`src/rtl/sactl_fifo.sv`:
```
// ----------------------------------------------------------------------------
// sactl_fifo
// Two-entry queue between the front and the back of the lookup.
// ----------------------------------------------------------------------------
module sactl_fifo #(
  parameter int WIDTH = 8
) (
  input  logic             clk,
  input  logic             rst_n,
  input  logic             push_valid,
  output logic             push_ready,
  input  logic [WIDTH-1:0] push_data,
  output logic             pop_valid,
  input  logic             pop_ready,
  output logic [WIDTH-1:0] pop_data
);
  logic [WIDTH-1:0] ent_r [2];
  logic             rd_ptr_r, rd_ptr_nxt;
  logic             wr_ptr_r, wr_ptr_nxt;
  logic [1:0]       cnt_r, cnt_nxt;
  logic             do_push, do_pop;

  assign push_ready = (cnt_r != 2'd2);
  assign pop_valid  = (cnt_r != 2'd0);
  assign pop_data   = ent_r[rd_ptr_r];
  assign do_push    = push_valid && push_ready;
  assign do_pop     = pop_valid && pop_ready;

  always_comb begin
    rd_ptr_nxt = do_pop ? ~rd_ptr_r : rd_ptr_r;
    wr_ptr_nxt = do_push ? ~wr_ptr_r : wr_ptr_r;
    cnt_nxt    = cnt_r + {1'b0, do_push} - {1'b0, do_pop};
  end

  always_ff @(posedge clk) begin
    if (!rst_n) begin
      rd_ptr_r <= 1'b0;
      wr_ptr_r <= 1'b0;
      cnt_r    <= 2'd0;
    end else begin
      rd_ptr_r <= rd_ptr_nxt;
      wr_ptr_r <= wr_ptr_nxt;
      cnt_r    <= cnt_nxt;
    end
    if (do_push) begin
      ent_r[wr_ptr_r] <= push_data;
    end
  end
endmodule

```
`config.mk`:
```
export PLATFORM = sky130hd
export DESIGN_NAME = sactl_fifo
export DESIGN_NICKNAME = d
export VERILOG_FILES = /design/src/rtl/sactl_fifo.sv
export SDC_FILE = /design/constraint.sdc
export NUM_CORES = 1
export LEC_CHECK = 0
export BUFFER_PORTS_ARGS = -buffer_cell sky130_fd_sc_hd__buf_4
export CORE_MARGIN = 2
export CORE_UTILIZATION = 35
export CTS_BUF_LIST = sky130_fd_sc_hd__clkbuf_2
export DETAILED_ROUTE_END_ITERATION = 6
export PLACE_DENSITY_LB_ADDON = 0.25
export SYNTH_ARGS = -nofsm -noshare
export SYNTH_HDL_FRONTEND = slang
export SYNTH_SLANG_ARGS = --single-unit
export TNS_END_PERCENT = 50
```
`constraint.sdc`:
```
create_clock -name clk -period 1.6 [get_ports clk]
set_clock_uncertainty 0.2 [all_clocks]
set_input_delay 0.24 -clock clk [delete_from_list [all_inputs] [get_ports clk]]
set_output_delay 0.24 -clock clk [all_outputs]
set_load 0.005 [all_outputs]
```
## After elaboration in Yosys (flattened, before gate mapping)

Memories as Yosys holds them, arrays and structs flattened. A register that Yosys moved wholly into a read port is not among the register bits.
Cells that the tools add are included.
Widths: inputs -> output; s select.

| word-level totals | value |
|---|---|
| bits in registers | 4 |
| input port bits | 12 |
| RAM bits | 16 |
| output and inout port bits | 10 |
| logic and storage cells | 16 |
| memories | 1 |

Memories:

| name | depth | bits a word | read ports | clocked after memory_dff | wr ports | RTL line | RTL |
|---|---|---|---|---|---|---|---|
| ent_r | 2 | 8 | 1 | 1 | 1 | 17 | `logic [WIDTH-1:0] ent_r [2];` |

| operators by class | value |
|---|---|
| reduce and logical (&&, ||, !) cells | 3 |
| muxes and demuxes | 4 |
| equal/unequal tests | 1 |
| bitwise gates (word level) | 2 |
| add/subtract/negate cells | 2 |

Operators by type and width:

| operator | number |
|---|---|
| $mux 1 | 4 |
| $add 2x1->2 | 1 |
| $logic_and 1x1->1 | 2 |
| $ne 2x2->1 const B | 1 |
| $not 1->1 | 2 |
| $reduce_bool 2->1 | 1 |
| $sub 2x1->2 | 1 |

## Longest topological paths before layout

Gate-level depths: netlist (run 1).

| depth | value |
|---|---|
| word-level depth | 4 |
| gate-level depth with buffers | 8 |
| mapped depth without buffers | 8 |

## Least setup slack after synthesis (run 1)

Ideal clock, no wire load.

| timing path | value |
|---|---|
| path type | register to register |
| start point | register cnt_r[0] |
| end point | register cnt_r[1] |
| cell stages (with the launch flop) | 9 |
| buffers on the path | 0 |
| slack | -0.157 ns |
| period minus slack after synthesis | 1.757 ns |
| setup time | 0.115 ns |
| required time | 1.285 ns |
| arrival time | 1.443 ns |
| cells stage by stage | dfxtp_1 > nand2b_1 > nand2_1 > ha_1 > inv_1 > ha_1 > xnor2_1 > xnor2_1 > and2_1 |

| between the ends | value |
|---|---|
| longest elaborated chain between the ends | 4 |
| elaborated cells on any way between the ends | 6 |
| classes of those cells | 2 x add/sub; 1 x eq/ne; 3 x reduce/logical |

RTL lines:

| what | RTL line | RTL |
|---|---|---|
| from (decl) | 20 | `logic [1:0] cnt_r, cnt_nxt;` |
| from (signal assigned) | 43 | `cnt_r <= cnt_nxt;` |
| $ne 2x2->1 | 23 | `assign push_ready = (cnt_r != 2'd2);` |
| named net push_ready | 11 | `output logic push_ready,` |
| $logic_and 1x1->1 | 26 | `assign do_push = push_valid && push_ready;` |
| $add 2x1->2 | 32 | `cnt_nxt = cnt_r + {1'b0, do_push} - {1'b0, do_pop};` |
| $sub 2x1->2 | 32 |  |

The timed path passes the listed nets, and every way through them passes these cells.
A chain may end at the register's enable or synchronous reset.

## Final worst setup path (run 1)

| timing path | value |
|---|---|
| start point | register cnt_r[1] |
| end point | register cnt_r[1] |

| between the ends | value |
|---|---|
| elaborated cells on any way between the ends | 6 |
| classes of those cells | 2 x add/sub; 1 x eq/ne; 3 x reduce/logical |

RTL lines:

| what | RTL line | RTL |
|---|---|---|
| $reduce_bool 2->1 | 24 | `assign pop_valid = (cnt_r != 2'd0);` |
| $logic_and 1x1->1 | 27 | `assign do_pop = pop_valid && pop_ready;` |
| named net do_pop | 21 | `logic do_push, do_pop;` |
| $sub 2x1->2 | 32 |  |

The timed path passes the listed nets, and every way through them passes these cells.

==> results of run 1 <==
[logic make-up after synthesis]
| logic type | after synthesis |
|---|---|
| AOI/OAI and AO/OA | 1 |
| xor gates and xnor gates | 3 |
| adders and majority gates | 2 |
| buffers and inverters | 2 |
| DFF | 21 |
| muxes | 9 |
| and+or+nand+nor | 11 |
[timing repair]
action,4_1_cts,5_1_grt
hold buffers,10,0
gates resized for setup,10,12
pin swaps,0,2
endpoints found under the hold margin,21,0
endpoints found under the setup margin,10,11
setup buffers,1,0
[power by group through the flow]
stage / registers, mW / clock network [mW] / logic [mW]
global placement: 0.784 / 0 / 0.610
global route: 0.809 / 0.258 / 0.842
CTS: 0.788 / 0.214 / 0.711
detailed placement: 0.792 / 0 / 0.623
floorplan: 0.766 / 0 / 0.363
finish: 0.794 / 0.203 / 0.776
[per-layer routing]
metal	GRT usage, %	share of wire, %	vias up	wire length, um
li1	-	-	259	-
met1	15.49	44	248	629
met2	20.46	52	11	749
met3	5.172	3.7	2	54
met4	5.128	0.55	0	8
met5	0	0	-	0
[worst paths after layout]
kind / end / slack (ns) / depth (start not counted)
hold reg to reg: wr_ptr_r$_SDFFE_PN0N_ / 0.30 / 2
hold / removal: wr_ptr_r$_SDFFE_PN0N_ / 0.11 / 4
setup reg to reg: cnt_r[1]$_SDFF_PN0_ / -0.10 / 7
setup / recovery: cnt_r[1]$_SDFF_PN0_ / -0.10 / 7
[synth_stat cells, drive strengths merged]
| cell type | count |
|---|---|
| nand2 | 2 |
| nand2b | 2 |
| xnor2 | 3 |
| mux2i | 1 |
| inv | 1 |
| and2 | 2 |
| o21a | 1 |
| mux2 | 8 |
| dfxtp | 5 |
| nor2 | 1 |
| or2 | 1 |
| nor2b | 2 |
| ha | 2 |
| buf | 1 |
| and3 | 1 |
| edfxtp | 16 |
[stage by stage]
| step | utilization (%) | hold slack (ns) | setup slack (ns) |
|---|---|---|---|
| 5_1_grt | 60.14 | 0.03991 | -0.1522 |
| 6_report | 60.14 | 0.1095 | -0.1002 |
| 3_5_place_dp | 50.77 | 0.2292 | -0.08857 |
| 3_3_place_gp | 50.77 | 0.2256 | -0.05806 |
| 4_1_cts | 58.14 | 0.09777 | -0.1082 |
| 2_1_floorplan | - | 0.1389 | -0.06995 |
[flip-flops by register name, summed over array words and instances (netlist names), named ones only]
register and count:
cnt_r 2, ent_r 16, rd_ptr_r 1, wr_ptr_r 1
[area by class of cell]
type	instances	area share (%)
inverter	1	0.2849
clock inverter	1	0.3799
tap	28	2.659
multi-input combinational	26	23.36
clock buffer	3	1.140
timing repair buffer	39	27.26
sequential	21	44.92
[cell usage in the layout (no fill, tap or decap), types with 2 or more instances in the layout]
cell	count
and2_1	2
ha_4	2
dfxtp_1	2
buf_6	11
buf_4	18
clkbuf_2	3
dfxtp_4	3
xnor2_1	2
mux2_4	8
edfxtp_1	16
dlygate4sd3_1	10
nor2b_1	2
[worst reg2reg max path: cells and delay by family (launching register included)]
kind,cells,cell delay (ns)
buf+inv,1,0.04
simple gates,1,0.13
xor+xnor,2,0.25
flops,1,0.40
fa+ha+maj,2,0.41
compound gates,1,0.21
==> out/metrics.yaml, run 1 <==
run_status:
  status: "finished with violations"
  violations: "setup timing"
worst_setup_path:
  timing.critical_path.mode_cell: "ha_4"
  crit_path_end_kind: "flop"
  cp_top_family: "adder cells"
  worst_setup_path_start_kind: "flop"
  crit_arrival_ns: 1.71
  crit_path_start: "cnt_r[1]$_SDFF_PN0_"
  crit_path_cell_trace: "o21a_4 > ha_4 > inv_2 > ha_4 > xnor2_2 > xnor2_1 > and2_1"
  critPathKind: "flop to flop"
  cp_num_buf_inv: 1
  reg2reg_from: "cnt_r[1]$_SDFF_PN0_"
  cpPeakStageDelay_ns: 0.40
  crit_required_ns: 1.61
  crit_slowest_cell: "dfxtp_4"
  cp_max_fo: 3
global_routing:
  grt_max_degree: 13
  antenna_found_initial: 0
  track_usage_pct: 12.85
  overflow: 0
  grt_pass1_vias: 517
  grt_pass1_wl_um: 2359
synth:
  synthCells: 49
  synthMuxAreaShare_pct: 12.35
  synth_cell_types: 16
  synth-compound-area-share_pct: 1.080
  synth_top_family_by_area: "multiplexers"
  synthAdderAreaFrac_pct: 3.086
  synthSimpleGateAreaFrac_pct: 7.562
  ys_seq_area_share_pct: 71.60
  ys_ff_latch: 21
  syn_avg_cell_area_um2: 16.55
  synthesis.nets: 63
  synth_area_leader_cell: "edfxtp_1"
  netlist.area_leader.share_pct: 59.26
  synth_xor_area_share_pct: 3.241
  netlist_top_cells_area: "edfxtp_1, dfxtp_1, mux2_2"
  syn_area_um2: 810.8
  yosysWarningCount: 0
floorplan:
  io_pins: 22
  die_y_um: 52.13
  die_area_um2: 2718
  start_util_pct: 37.01
  coreArea_um2: 2191
  num_rows: 17
  die_w_um: 52.13
sta:
  fmax_mhz: 588.2
  worstMarginPinSlew_ns: 0.1882
  setup_ws_ns: -0.1002
  slew_headroom_pct: 87.41
  fin_setup_tns_ns: -0.3867
  report.final.slew_viol_count: 0
  timing.final.crit_share_pct: 106.3
  hold_viol_final: 0
  setup_viol: 9
  min_period_ns: 1.700
  rsz0062_at_grt: "true"
layout:
  area_growth_pct: 62.50
  drive_gt1_share_pct: 57.14
  stdcell_count: 119
  nets: 106
  regArea_um2: 591.8
  nFillCells: 181
  fin_area_um2: 1318
  num_antenna_cells: 0
  multi_input_area_um2: 307.8
routing:
  via_count: 520
  vias_per_cell: 4.370
  drtIter0Drc: 11
  dr.pass1.iters: 4
  wirelength_um: 1442
  wire_per_inst_um: 12.12
  drtAntennaViolNets: 0
  drc: 0
run:
  cap_violations: 0
hold_path:
  hold_path.class: "input port to flop"
  timing.hold.worst.start: "push_valid"
clock_network:
  cts_sinks: 21
  htreeDepth: 1
  clk_pin_slew_ns: 0.19
  cts_tree: "yes"
  clockBufferDepth: 2
  numCtsBuffers: 3
  clock_latency_ns: 0.30
  cts.root.buffer_cell: "clkbuf_2"
power:
  sequentialPowerShare_pct: 44.8
  p_sw_share_pct: 26.86
  comb_power_share_pct: 43.8
  p_leak_nw: 0.5357
  p_per_area_nw_per_um2: 1346
  intPower_mw: 1.297
  power.total_mw: 1.773
  power_frac_clock_pct: 11.5
  netSwitchingPower_mw: 0.4763
  vdd_drop_max_v: 0.0007113
placement:
  gp_congestion: 0.6546
  hpwl_um: 990.2
  dpl.cell_count: 104
  place_area_um2: 1112
  numPortBuffers: 21
No activity file was read; power rests on OpenSTA's default activity.
==> run 2, diff against run 1 <==
BUFFER_PORTS_ARGS = -buffer_cell sky130_fd_sc_hd__clkbuf_2   (was -buffer_cell sky130_fd_sc_hd__buf_4)
==> out/metrics.yaml, run 2 (synthesis results as in run 1) <==
run_status:
  status: "finished with violations"
  violations: "setup timing"
layout:
  largest_reg_flops: 16
  largestRegisters: "ent_r (16), cnt_r (2)"
  post-route-util_pct: 56.25
  area_growth_pct: 52.01
  fin_area_um2: 1232
  drive_gt1_share_pct: 59.14
  top_register: "ent_r"
  stdcell_count: 121
  mostFrequentLayoutCells: "clkbuf_2, edfxtp_1, buf_4"
  num_antenna_cells: 0
  nets: 108
  final_common_cell: "clkbuf_2"
  nFillCells: 184
sta:
  setup_viol: 10
  hold_ws_ns: 0.1117
  fmax_mhz: 591.9
  slew_headroom_pct: 87.41
  setup_ws_ns: -0.08952
  hold_viol_final: 0
  timing.final.crit_share_pct: 105.6
  worstMarginPinSlew_ns: 0.1875
  rsz0062_at_grt: "true"
  report.final.slew_viol_count: 0
  min_period_ns: 1.690
clock_network:
  clockBufferDepth: 2
  numCtsBuffers: 3
  clock_latency_ns: 0.30
  cts.root.buffer_cell: "clkbuf_2"
  htreeDepth: 1
  cts_sinks: 21
  clk_pin_slew_ns: 0.18
  cts_tree: "yes"
routing:
  wire_per_inst_um: 11.73
  vias_per_cell: 4.388
  drtAntennaViolNets: 0
  highest_layer: "met4"
  route.met3.wl_um: 49
  wirelength_um: 1419
  m1WireLength_um: 599
  dr.pass1.iters: 4
  wl_met2_um: 762
  drc: 0
  via_count: 531
  drtIter0Drc: 15
worst_setup_path:
  crit_required_ns: 1.63
  worst_setup_path_start_kind: "flop"
  crit_path_end_kind: "flop"
  timing.critical_path.mode_cell: "ha_4"
  cpPeakStageDelay_ns: 0.39
  crit_arrival_ns: 1.72
  crit_path_cell_trace: "o21a_4 > ha_4 > inv_2 > ha_4 > xnor2_2 > xnor2_1 > and2_1"
  critPathKind: "flop to flop"
  crit_path_start: "cnt_r[0]$_SDFF_PN0_"
  crit_slowest_cell: "dfxtp_4"
  reg2reg_from: "cnt_r[0]$_SDFF_PN0_"
  cp_max_fo: 3
floorplan:
  die_y_um: 52.13
  die_w_um: 52.13
  io_pins: 22
  coreArea_um2: 2191
  num_rows: 17
  die_area_um2: 2718
  start_util_pct: 37.01
hold_path:
  timing.hold.worst.start: "push_valid"
  hold_path.class: "input port to flop"
global_routing:
  grt_pass1_wl_um: 2366
  antenna_found_initial: 0
  track_usage_pct: 12.48
  overflow: 0
  grt_max_degree: 12
  grt_pass1_vias: 561
power:
  p_per_area_nw_per_um2: 1367
  p_leak_nw: 0.5143
  vdd_drop_max_v: 0.0006178
placement:
  dpl.cell_count: 106
  place_ws_ns: -0.08093
  hpwl_um: 1041
  numPortBuffers: 21
  gp_congestion: 0.6884
  place_area_um2: 1075
run:
  cap_violations: 0
-- run 2: cell types whose count changed in the layout (fill, tap and decap cells not counted) --
cell,delta
clkbuf_2,+22
dlygate4sd3_1,-1
mux2_2,+2
buf_4,-8
clkinv_2,-1
buf_6,-10
mux2_4,-2
-- run 2: where the power goes --
part	leakage (nW)	total, mW	switching (mW)	internal (mW)
logic	0.305	0.676	0.236	0.440
registers	0.193	0.789	0.0783	0.711
clock network	0.0166	0.219	0.153	0.0662
total	0.514	1.68	0.467	1.22
-- run 2: metal layers --
layer | vias to the layer above | track usage [%]
met5 | - | 0
met4 | 0 | 6.410
met3 | 2 | 2.586
met2 | 9 | 23.00
met1 | 256 | 13.22
li1 | 264 | -
-- run 2: what timing repair did --
action,4_1_cts,5_1_grt
endpoints found under the setup margin,10,10
hold buffers,9,0
gates resized for setup,9,1
buffers inserted,1,1
pin swaps,0,1
endpoints found under the hold margin,17,0
-- run 2: final cells by class --
cell class	instances	area [um^2]	share of cell area [%]
clock buffers	4	20.02	1.624
inverters	1	3.754	0.3046
multi-input cells	26	300.3	24.37
flip-flops and latches	21	591.8	48.02
well taps	28	35.03	2.843
repair buffers	41	281.5	22.84
-- run 2: worst paths after layout --
check / endpoint / slack (ns) / depth (start not counted)
hold reg to reg: wr_ptr_r$_SDFFE_PN0N_ / 0.30 / 2
setup reg to reg: cnt_r[1]$_SDFF_PN0_ / -0.09 / 7
hold / removal: wr_ptr_r$_SDFFE_PN0N_ / 0.11 / 4
setup / recovery: cnt_r[1]$_SDFF_PN0_ / -0.09 / 7
-- run 2: worst max-delay path, delay by kind of cell, from the launching register on --
family / cells / cell delay, ns
compound gates: 1 / 0.22
xor+xnor: 2 / 0.23
flops: 1 / 0.39
simple gates: 1 / 0.13
buf+inv: 1 / 0.03
fa+ha+maj: 2 / 0.41
-- run 2: stage by stage --
step                      power (mW)   TNS, ns
after global routing           1.793    -1.180
after global placement         1.353  -0.05880
after CTS                      1.679   -0.7283
final                          1.684   -0.4697
after detailed placement       1.379  -0.08093
after floorplan                1.129  -0.06995
