### config.mk
export PLATFORM = sky130hd
export DESIGN_NAME = sactl_front
export DESIGN_NICKNAME = d
export VERILOG_FILES = /design/src/rtl/sactl_pkg.sv /design/src/rtl/sactl_front.sv
export SDC_FILE = /design/constraint.sdc
export NUM_CORES = 1
export LEC_CHECK = 0
export ABC_CLOCK_PERIOD_IN_PS = 1600
export CORE_MARGIN = 10
export CORE_UTILIZATION = 45
export DETAILED_ROUTE_END_ITERATION = 10
export DONT_BUFFER_PORTS = 1
export PLACE_DENSITY = 0.59
export SLEW_MARGIN = 20
export SYNTH_ARGS = -nofsm -noshare
export SYNTH_HDL_FRONTEND = slang
export SYNTH_SLANG_ARGS = --single-unit
### constraint.sdc
create_clock -name vclk -period 1.6
set_input_delay 0.08 -clock vclk [all_inputs]
set_output_delay 0.08 -clock vclk [all_outputs]
set_load 0.01 [all_outputs]
### src/rtl/sactl_pkg.sv
// ----------------------------------------------------------------------------
// sactl_pkg
// Shared types and constants of the set-associative cache tag lookup.
// ----------------------------------------------------------------------------
package sactl_pkg;

  localparam int DEF_SET_COUNT = 64;
  localparam int DEF_WAYS      = 4;

  localparam int ADDR_W   = 32;
  localparam int STAMP_W  = 32;
  localparam int CNT_W    = 32;
  localparam int MAX_SHIFT = 12;

  localparam logic REQ_ACCESS = 1'b0;
  localparam logic REQ_CLEAR  = 1'b1;

  localparam logic [1:0] POL_FIFO = 2'd0;
  localparam logic [1:0] POL_LRU  = 2'd1;
  localparam logic [1:0] POL_WAY0 = 2'd2;

  localparam logic CFG_POLICY = 1'b0;
  localparam logic CFG_OFFSET = 1'b1;

  localparam logic [1:0] POLICY_RESET = POL_LRU;
  localparam logic [3:0] OFFSET_RESET = 4'd6;

  typedef struct packed {
    logic [1:0] policy;
    logic [3:0] offset;
  } cfg_t;

  typedef struct packed {
    logic sweeping;
  } back_stat_t;

endpackage

### src/rtl/sactl_front.sv
// ----------------------------------------------------------------------------
// sactl_front
// Accepts words, strips the block offset and splits set index from tag.
// ----------------------------------------------------------------------------
module sactl_front #(
  parameter int SET_COUNT = 64,
  parameter int SET_W     = 6,
  parameter int TAG_W     = 26
) (
  input  logic                       clk,
  input  logic                       rst_n,
  input  sactl_pkg::cfg_t            cfg,
  input  sactl_pkg::back_stat_t      stat,
  input  logic                       in_tvalid,
  output logic                       in_tready,
  input  logic [sactl_pkg::ADDR_W-1:0] in_addr,
  input  logic                       in_kind,
  output logic                       q_valid,
  input  logic                       q_ready,
  output logic [TAG_W+SET_W:0]       q_data
);
  import sactl_pkg::*;

  localparam bit POW2 = (SET_COUNT & (SET_COUNT - 1)) == 0;
  localparam int LOG2 = $clog2(SET_COUNT);

  logic [3:0]        shift;
  logic [ADDR_W-1:0] block;

  always_comb begin
    shift = (cfg.offset > 4'(MAX_SHIFT)) ? 4'(MAX_SHIFT) : cfg.offset;
    block = in_addr >> shift;
  end

  generate
    if (POW2) begin : g_pow2
      logic [SET_W-1:0] set_idx;
      if (SET_COUNT > 1) begin : g_set
        assign set_idx = block[SET_W-1:0];
      end else begin : g_one
        assign set_idx = '0;
      end
      assign in_tready = q_ready && !stat.sweeping;
      assign q_valid   = in_tvalid && !stat.sweeping;
      assign q_data    = {in_kind, set_idx, TAG_W'(block >> LOG2)};
    end else begin : g_div
      // The quotient is the top of block * (2^32 + RECIP_LO), which is exact
      // for every 32-bit block; the remainder follows from it.
      localparam longint unsigned RECIP =
        ((64'd1 << (ADDR_W + LOG2)) / 64'(SET_COUNT)) + 64'd1;
      localparam logic [ADDR_W-1:0] RECIP_LO = ADDR_W'(RECIP);

      typedef enum logic [2:0] {DV_IDLE, DV_MUL, DV_QUO, DV_REM, DV_DONE} div_state_t;

      div_state_t          dv_r, dv_nxt;
      logic [ADDR_W-1:0]   blk_r, blk_nxt;
      logic [2*ADDR_W-1:0] prod_r, prod_nxt;
      logic [ADDR_W-1:0]   quo_r, quo_nxt;
      logic [SET_W-1:0]    rem_r, rem_nxt;
      logic [2*ADDR_W:0]   full_prod;
      logic [ADDR_W-1:0]   back_mul;

      assign in_tready = (dv_r == DV_IDLE) && q_ready && !stat.sweeping;
      assign q_valid   = (dv_r == DV_DONE) ||
                         ((dv_r == DV_IDLE) && in_tvalid && in_kind == REQ_CLEAR &&
                          !stat.sweeping);
      assign q_data    = (dv_r == DV_DONE) ? {REQ_ACCESS, rem_r, TAG_W'(quo_r)}
                                           : {REQ_CLEAR, {(SET_W + TAG_W){1'b0}}};
      assign full_prod = {1'b0, blk_r, {ADDR_W{1'b0}}} + {1'b0, prod_r};
      assign back_mul  = quo_r * ADDR_W'(SET_COUNT);

      always_comb begin
        dv_nxt   = dv_r;
        blk_nxt  = blk_r;
        prod_nxt = prod_r;
        quo_nxt  = quo_r;
        rem_nxt  = rem_r;
        case (dv_r)
          DV_IDLE: begin
            if (in_tvalid && in_tready && in_kind == REQ_ACCESS) begin
              blk_nxt = block;
              dv_nxt  = DV_MUL;
            end
          end
          DV_MUL: begin
            prod_nxt = (2*ADDR_W)'(blk_r) * (2*ADDR_W)'(RECIP_LO);
            dv_nxt   = DV_QUO;
          end
          DV_QUO: begin
            quo_nxt = ADDR_W'(full_prod >> (ADDR_W + LOG2));
            dv_nxt  = DV_REM;
          end
          DV_REM: begin
            rem_nxt = SET_W'(blk_r - back_mul);
            dv_nxt  = DV_DONE;
          end
          DV_DONE: begin
            if (q_ready) dv_nxt = DV_IDLE;
          end
          default: dv_nxt = DV_IDLE;
        endcase
      end

      always_ff @(posedge clk) begin
        if (!rst_n) begin
          dv_r <= DV_IDLE;
        end else begin
          dv_r <= dv_nxt;
        end
        blk_r  <= blk_nxt;
        prod_r <= prod_nxt;
        quo_r  <= quo_nxt;
        rem_r  <= rem_nxt;
      end
    end
  endgenerate
endmodule

# Word-level counts from Yosys, hierarchy flattened
# Index checks and enable logic that the tools add are counted.
# word_totals
ff_bits	0
output_inout_bits	35
wordCells	6
# classes
order_cmp	1
shifts	1
n_mux	1
n_reduce_logical	3
# ops
cell	n
right shift 32 x 4 -> 32 bit	1
greater-than comparator 4 bit (second input constant)	1
2-to-1 mux 4 bit	1
logical AND 1 bit	2
logical NOT 1 bit	1

# Longest topological paths before layout
# Gate-level depths: netlist of the first run.
# depth
ltp_word	3
mapped_depth	8
mapped_depth_nobuf	5

# Least setup slack after synthesis of the first run
# Ideal clock, no wire load.
# synth_path
path_type	input-to-output
start	input port cfg[1] (netlist name)
end	output port q_data[10]
arrival_time_ps	1174
setup_slack_ps	346
cell_stages	7
cell_sequence	buf_4 -> buf_4 -> nor2_1 -> a31oi_1 -> o221ai_1 -> mux2i_1 -> mux2_2
# synth_via
elab_chain_len	3
# synth_rtl
item	line_no	text
from (decl)	sactl_front.sv:12	input sactl_pkg::cfg_t cfg,
greater-than comparator 4 bit	sactl_front.sv:31	shift = (cfg.offset > 4'(MAX_SHIFT)) ? 4'(MAX_SHIFT) : cfg.offset;
2-to-1 mux 4 bit *	sactl_front.sv:31	
right shift 32 x 4 -> 32 bit *	sactl_front.sv:32	block = in_addr >> shift;
to (decl)	sactl_front.sv:20	output logic [TAG_W+SET_W:0] q_data
# Every way passes the cells marked *; elsewhere a longest branch is shown, timed or not.

# Final worst setup path of the first run
# layout_path
start	input port cfg[2] (netlist name)
end	output port q_data[31]
# The elaborated chain is that of the path after synthesis.

==> results.md, run 1 <==
- Status: finished, final reports clean
- Drt pass-1 iters: 4
- Synth Area in Simple Gates: 0.227
- IO Port Bufs: 0
- Core Area: 0.00374 sq mm
- Total Power Consumption: 0.565 mW
- Met3 WL post-DR: ~520 um
- Final nets: approximately 320
- Crit path cell chain: nand2_2, buf_12, a21oi_1, o21ai_1, o31ai_2, mux2_2
- Adder-cell share of the synthesized area: 0
- Max-cap violations: 0
- Remaining antenna violation count: 0
- Flip-flop and latch count: 0
- Share of layout cells above drive strength 1: 0.115
- Largest net degree at the start of global routing: slightly above 70
- Slew @ Worst Pin: 0.450 ns
- WP buf/inv: 1
- Post-Synth XOR/XNOR Area: 0
- Min setup slack post-route: 0.100 ns
- Final HPWL DP: 4650 um
- Layout clock buffers: 0
- Multiplexer share of the synthesized area: 0.145
- Max layer used: met4
- Non-Filler Instances: 318
- Antenna cells: 0
- Placed Cells: 318
- Worst EP required: 1.52 ns
- CP startpoint kind: primary input
- Initial Util: 0.473
- Top delay family on crit path: compound AO/OA/AOI/OAI gates
- Detailed Route WL: 6290 um
- Main combinational cell family by area after synthesis: compound AO/OA/AOI/OAI gates
- Relative slew slack: 0.699
- Compound-cell area share of the yosys netlist: 0.499
- Worst setup EP type: output port
- Final period util: 0.937
- LEAKAGE: 0.632 nW
- Final-report hold violation count: 0
- Die W: just over 80 um
- Maximum clock frequency: 667 MHz
- Synth cell types: 40
- Synth Area per Inst: 6.11 sq um
- Vias in the first global route: ~1,900
- GRT Util Overall: 0.169
- Peak supply drop: 0.000120 V
- Fin. max-slew vios: 0
- Fin Hold WS: 0.160 ns
- Min Tclk post-route: approximately 1.5 ns
- Wl on met1: 2590 um
- Seq. cell area: 0 sq um
- Syn nets: 334
- First-pass GRT wire length: 9560 um
- Vias/cell: between 6 and 7
- Leading cell type in the layout, fill and taps excluded: nor2_1
- Register area share after synthesis: 0
- Cells after Synth: 290
- Final setup violation count: 0
- Worst Path Arrival: about 1.4 ns
- Synth Warn #: 0
- Metal2 WL: roughly 3100 um
- # rows: 22
- Chip height: 82.7 um
- Crit path max-delay cell type: nand2_2
- Antenna violations before repair: 0
- Critical Path Fanout Max: just under 60
- Synth Cell Area: 0.00177 sq mm
- Setup WS pre-CTS: 0.0615 ns
- Area grow syn2layout: -0.353%
- Drc violations: 0
- Crit path kind: in -> out
- Die area: 0.00685 sq mm
- Final RePlAce weighted congestion: about 0.88
- 1st-iter DRT viols: 148
- # IOs: about 80
- Crit-path max cell delay: 0.33 ns
- Final global-route overflow total: 0
- Wire per inst: 19.8 um
- Pwr dens: approximately 320 mW/mm^2
- Routed vias: approximately 2,100
- Most frequent cells in the layout: nor2_1 (42), o21ai_0 (37), a21oi_1 (30)
- Worst hold path type: in -> out
==> final timing paths <==
| kind | slack [ns] | cells after the start | endpoint | from |
|---|---|---|---|---|
| worst min-delay path | 0.16 | 0 | q_data[32] | in_kind |
| worst max-delay path | 0.10 | 6 | q_data[31] | cfg[2] |
==> cell usage after synthesis, drive strengths merged <==
cell	instances	share of area
a21boi	1	0.0042
a221oi	2	0.0099
nand3	2	0.0056
nor3	5	0.014
nand2b	2	0.0071
nand3b	2	0.0085
and2	2	0.0071
a31oi	10	0.035
mux2	10	0.064
o211a	1	0.0056
o31ai	2	0.0085
o221ai	12	0.059
clkbuf	9	0.020
o22a	2	0.0099
mux4	2	0.025
buf	22	0.085
o22ai	6	0.021
mux2i	10	0.056
nor2	42	0.089
o211ai	5	0.021
nand2	9	0.020
inv	11	0.023
a211oi	4	0.017
nor2b	20	0.071
and2b	1	0.0042
a21oi	30	0.085
o31a	5	0.025
o21ai	45	0.13
a21o	6	0.025
a32oi	1	0.0049
o2111ai	2	0.0099
o21a	6	0.025
o311ai	1	0.0049
==> kinds of logic (layout without fill, tap and decap cells) <==
kind of cell    after synthesis  after routing
compound gates              141            141
simple gates                 85             85
buf+inv                      42             22
mux                          22             22
==> stage by stage <==
step                cell area, sq um  TNS (ns)   util
floorplan                       1770         0      -
global placement                1740         0  0.465
detailed placement              1740         0  0.465
CTS                             1740         0  0.465
global route                    1770  -0.00104  0.472
finish                          1770         0  0.472
==> layout make-up <==
cell class | instances | area [sq um]
timing repair buffer | 11 | 95.1
multi-input combinational | 248 | 1570
inverter | 11 | 41.3
fill | 435 | 1980
tap | 48 | 60.1
==> power breakdown <==
part / total [mW] / switching, mW / internal, mW
logic: 0.565 / 0.319 / 0.247
registers: 0 / 0 / 0
clock network: 0 / 0 / 0
==> repair_timing <==
action,4_1_cts,5_1_grt
hold buffers,0,0
buffers inserted,0,0
setup endpoints to repair,0,11
gates resized for setup,0,5
==> metal layers <==
| metal | track usage | vias up |
|---|---|---|
| li1 | - | 1053 |
| met1 | 0.220 | 982 |
| met2 | 0.287 | 72 |
| met3 | 0.0324 | 6 |
| met4 | 0.0217 | 0 |
| met5 | 0 | - |
No activity file was read; power rests on OpenSTA's default activity.
==> run 2, diff against run 1 <==
--- a/config.mk
+++ b/config.mk
@@ -11,7 +11,9 @@
 export DETAILED_ROUTE_END_ITERATION = 10
 export DONT_BUFFER_PORTS = 1
 export PLACE_DENSITY = 0.59
+export RECOVER_POWER = 25
 export SLEW_MARGIN = 20
 export SYNTH_ARGS = -nofsm -noshare
 export SYNTH_HDL_FRONTEND = slang
 export SYNTH_SLANG_ARGS = --single-unit
+export TNS_END_PERCENT = 5
==> run 2 against run 1 <==
  * Global-route usage is the same
  * Via count shrank 1.0%
  * Largest power group unchanged
  * Critical path type unchanged
  * Fmax is essentially flat
  * Combinational power shrank 0.7%
==> results.md, run 2 (synthesis results as in run 1) <==
- Routed vias: 2,091 (was 2,113)
- Vias/cell: 6.58 (was 6.64)
- Vias in the first global route: 1,922 (unchanged)
- Post-CTS setup buffers: 0 (unchanged)
- Flip-flop and latch count: 0 (unchanged)
- Placed Cells: 318 (unchanged)
- CP startpoint kind: primary input (unchanged)
- Setup WS pre-CTS: 0.0615 ns (unchanged)
- Cts repair resizes: 0 (unchanged)
- Crit path max-delay cell type: nand2_2 (unchanged)
- Clock power frac: 0 (about the same)
- Seq. cell area: 0 sq um (unchanged)
- Area grow syn2layout: -0.777% (was -0.353%)
- Slew @ Worst Pin: 0.450 ns (about the same)
- Final period util: 0.938 (was 0.937)
- Pwr dens: 319 mW/mm^2 (was 320 mW/mm^2)
- DP Area: 0.00174 sq mm (unchanged)
- Non-Filler Instances: 318 (unchanged)
- Crit path kind: in -> out (unchanged)
- Largest net degree at the start of global routing: 71 (unchanged)
- 1st-iter DRT viols: 145 (was 148)
- Share of layout cells above drive strength 1: 0.107 (was 0.115)
- Die W: 82.7 um (unchanged)
- Relative slew slack: 0.699 (about the same)
- # IOs: 79 (unchanged)
- First-pass GRT wire length: 9560 um (unchanged)
- Antenna cells: 0 (unchanged)
- Min Tclk post-route: 1.50 ns (about the same)
- Layout clock buffers: 0 (unchanged)
- Leading cell type in the layout, fill and taps excluded: nor2_1 (unchanged)
- Top delay family on crit path: compound AO/OA/AOI/OAI gates (unchanged)
- Fin. max-slew vios: 0 (unchanged)
- Core Area: 0.00374 sq mm (unchanged)
- Wire per inst: 19.7 um (was 19.8 um)
- LEAKAGE: 0.623 nW (was 0.632 nW)
- Antenna violations before repair: 0 (unchanged)
- Gate power share: 1.000 (about the same)
- Drc violations: 0 (unchanged)
- Net Sw Frac: 0.566 (was 0.564)
- Detailed Route WL: 6250 um (was 6290 um)
- Worst setup EP type: output port (unchanged)
- GRT Util Overall: 0.169 (unchanged)
- Final RePlAce weighted congestion: 0.884 (unchanged)
- Max-cap violations: 0 (unchanged)
- Final-report hold violation count: 0 (unchanged)
- Chip height: 82.7 um (unchanged)
- Total Power Consumption: 0.561 mW (was 0.565 mW)
- Setup TNS: 0 ns (unchanged)
- Crit path cell chain: nand2_2, buf_12, a21oi_1, o21ai_1, o31ai_2, mux2_2 (unchanged)
- Drt pass-1 iters: 4 (unchanged)
- Final global-route overflow total: 0 (unchanged)
- Worst EP required: 1.52 ns (about the same)
- Final setup violation count: 0 (unchanged)
- Die area: 0.00685 sq mm (unchanged)
- Fill count: 434 (was 435)
- Maximum clock frequency: 666 MHz (was 667 MHz)
- Crit-path max cell delay: 0.33 ns (about the same)
- IO Port Bufs: 0 (unchanged)
- Final nets: 316 (unchanged)
- Initial Util: 0.473 (unchanged)
- Sw power: 0.318 mW (was 0.319 mW)
- Hold_buf cts: 0 (unchanged)
- Remaining antenna violation count: 0 (unchanged)
- Final HPWL DP: 4650 um (unchanged)
- Peak supply drop: 0.000120 V (about the same)
- P_int: 0.244 mW (was 0.247 mW)
- Status: finished, final reports clean (unchanged)
- Worst Path Arrival: 1.42 ns (about the same)
- WP buf/inv: 1 (unchanged)
- Seq pwr share: 0 (about the same)
- Worst hold path type: in -> out (unchanged)
- Critical Path Fanout Max: 59 (unchanged)
- Min setup slack post-route: 0.0994 ns (was 0.100 ns)
- Most frequent cells in the layout: nor2_1 (42), o21ai_0 (37), a21oi_1 (30) (unchanged)
- Finished Cell Area: 0.00176 sq mm (was 0.00177 sq mm)
- # rows: 22 (unchanged)
[run 2: cell types whose count changed in the layout (fill, tap and decap cells not counted)]
cell,before,now
clkbuf_1,0,2
buf_4,10,7
clkbuf_4,0,1
and2_0,0,1
and2_1,2,1
[run 2: area by class of cell]
type / count / area, sq um / share of cell area
Inverter: 11 / 41.3 / 0.0235
Multi-Input combinational cell: 248 / 1570 / 0.893
Tap cell: 48 / 60.1 / 0.0342
Timing Repair Buffer: 11 / 87.6 / 0.0498
[run 2: path summary, 6_finish.rpt]
path | startpoint | endpoint | slack, ns | cells after the start
hold / removal | in_kind | q_data[32] | 0.16 | 0
setup / recovery | cfg[2] | q_data[31] | 0.1 | 6
[run 2: through the flow]
step	hold WS [ns]	utilization
final	0.160	0.470
after global routing	0.160	0.470
after CTS	0.160	0.465
after floorplan	0.206	-
after global placement	0.160	0.465
after detailed placement	0.160	0.465
[run 2: layer usage]
metal	wire, um	GRT usage	vias to the layer above
li1	-	-	1051
met1	2580	0.220	957
met2	3030	0.287	77
met3	540	0.0324	6
met4	103	0.0217	0
met5	0	0	-
[run 2: power groups by stage]
stage / clock (mW) / combinational, mW / sequential (mW)
after floorplan: 0 / 0.513 / 0
after global placement: 0 / 0.550 / 0
after detailed placement: 0 / 0.554 / 0
after CTS: 0 / 0.557 / 0
after global routing: 0 / 0.621 / 0
final: 0 / 0.561 / 0
==> run 3, diff against run 2 <==
--- a/config.mk
+++ b/config.mk
@@ -10,7 +10,7 @@
 export CORE_UTILIZATION = 45
 export DETAILED_ROUTE_END_ITERATION = 10
 export DONT_BUFFER_PORTS = 1
-export PLACE_DENSITY = 0.59
+export PLACE_DENSITY = 0.57
 export RECOVER_POWER = 25
 export SLEW_MARGIN = 20
 export SYNTH_ARGS = -nofsm -noshare
==> run 3 against run 2 <==
  * Sequential cell count is the same
  * Combinational power hardly changed
  * Largest cell class unchanged
  * Largest power group unchanged
  * Die area unchanged
  * Critical endpoint is now q_data[10]
  * Count of clock-buffer cells in the layout unchanged
==> results.md, run 3 (synthesis results as in run 1) <==
- # rows: 22 (unchanged)
- Worst Path Arrival: 1.44 ns (was 1.42 ns)
- Area grow syn2layout: -0.777% (unchanged)
- Vias in the first global route: 1,904 (was 1,922)
- GRT Util Overall: 0.173 (was 0.169)
- Remaining antenna violation count: 0 (unchanged)
- Chip height: 82.7 um (unchanged)
- CP startpoint kind: primary input (unchanged)
- Leading cell type in the layout, fill and taps excluded: nor2_1 (unchanged)
- 1st-iter DRT viols: 152 (was 145)
- Pwr dens: 317 mW/mm^2 (was 319 mW/mm^2)
- Worst hold path type: in -> out (unchanged)
- Worst setup EP type: output port (unchanged)
- Drt pass-1 iters: 4 (unchanged)
- Most frequent cells in the layout: nor2_1 (42), o21ai_0 (37), a21oi_1 (30) (unchanged)
- Fill count: 434 (unchanged)
- Flip-flop and latch count: 0 (unchanged)
- Peak supply drop: 0.000111 V (was 0.000120 V)
- Setup crit start: cfg[2] (unchanged)
- Setup WS pre-CTS: 0.137 ns (was 0.0615 ns)
- Cts repair resizes: 0 (unchanged)
- RSZ-0062 raised after global routing: no
- Wire per inst: 19.3 um (was 19.7 um)
- First-pass GRT wire length: 9740 um (was 9560 um)
- Routed vias: 2,150 (was 2,091)
- Relative slew slack: 0.688 (was 0.699)
- Worst EP required: 1.52 ns (about the same)
- IO Port Bufs: 0 (unchanged)
- Drc violations: 0 (unchanged)
- Antenna violations before repair: 0 (unchanged)
- Min Tclk post-route: 1.52 ns (was 1.50 ns)
- Final global-route overflow total: 0 (unchanged)
- Min setup slack post-route: 0.0791 ns (was 0.0994 ns)
- Vias/cell: 6.66 (was 6.58)
- LEAKAGE: 0.635 nW (was 0.623 nW)
- Final-report hold violation count: 0 (unchanged)
- Final period util: 0.951 (was 0.938)
- Share of layout cells above drive strength 1: 0.105 (was 0.107)
- Final HPWL DP: 4690 um (was 4650 um)
- Maximum clock frequency: 658 MHz (was 666 MHz)
- Detailed Route WL: 6240 um (was 6250 um)
- Status: finished, final reports clean (unchanged)
- Hold_buf cts: 0 (unchanged)
- Post-CTS setup buffers: 0 (unchanged)
- Initial Util: 0.473 (unchanged)
- Slew @ Worst Pin: 0.465 ns (was 0.450 ns)
- Seq. cell area: 0 sq um (unchanged)
- Final setup violation count: 0 (unchanged)
- # IOs: 79 (unchanged)
- Max-cap violations: 0 (unchanged)
- Antenna cells: 0 (unchanged)
- Final RePlAce weighted congestion: 0.904 (was 0.884)
- Setup TNS: 0 ns (unchanged)
- Crit path capture: q_data[10] (was q_data[31])
- Total Power Consumption: 0.558 mW (was 0.561 mW)
- Core Area: 0.00374 sq mm (unchanged)
- Util after Layout: 0.470 (unchanged)
- Critical Path Fanout Max: 59 (unchanged)
- Fin. max-slew vios: 0 (unchanged)
- Final nets: 321 (was 316)
- Layout clock buffers: 0 (unchanged)
- Die area: 0.00685 sq mm (unchanged)
- Largest net degree at the start of global routing: 71 (unchanged)
- Crit path kind: in -> out (unchanged)
- Die W: 82.7 um (unchanged)
run 3: how the worst min path moves through the flow:
stage / startpoint / to / slack, ns / cells after the start
finish: in_kind / q_data[32] / 0.16 / 0
global route: in_kind / q_data[32] / 0.16 / 0
CTS: in_kind / q_data[32] / 0.16 / 0
detailed placement: in_kind / q_data[32] / 0.16 / 0
global placement: in_kind / q_data[32] / 0.16 / 0
floorplan: stat / in_tready / 0.21 / 1
run 3: area by class of cell:
cell class	instances	area, sq um	area share
well taps	48	60.1	0.0342
repair buffers	16	113	0.0641
multi-input cells	248	1540	0.878
inverters	11	41.3	0.0235
run 3: routing by layer:
| metal | vias up | global-route usage | part of all wire |
|---|---|---|---|
| li1 | 1055 | - | - |
| met1 | 1001 | 0.228 | 0.43 |
| met2 | 92 | 0.292 | 0.46 |
| met3 | 2 | 0.0389 | 0.10 |
| met4 | 0 | 0.00836 | 0.0050 |
| met5 | - | 0 | 0 |
run 3: critical path: stages:
cell	delay [ns]
nand2_2	0.22
clkbuf_1	0.20
a31oi_1	0.10
o221ai_1	0.32
mux2i_1	0.17
mux2_2	0.34
run 3: where the power goes:
group	internal, mW	switching [mW]	total [mW]
Sequential	0	0	0
Clock	0	0	0
Combinational	0.245	0.313	0.558
Total	0.245	0.313	0.558
run 3: stage by stage:
stage	cells	area, sq um	hold WS, ns
after floorplan	290	1770	0.206
after global placement	323	1770	0.160
after detailed placement	323	1770	0.160
after CTS	323	1770	0.160
after global routing	323	1760	0.160
final	323	1760	0.160
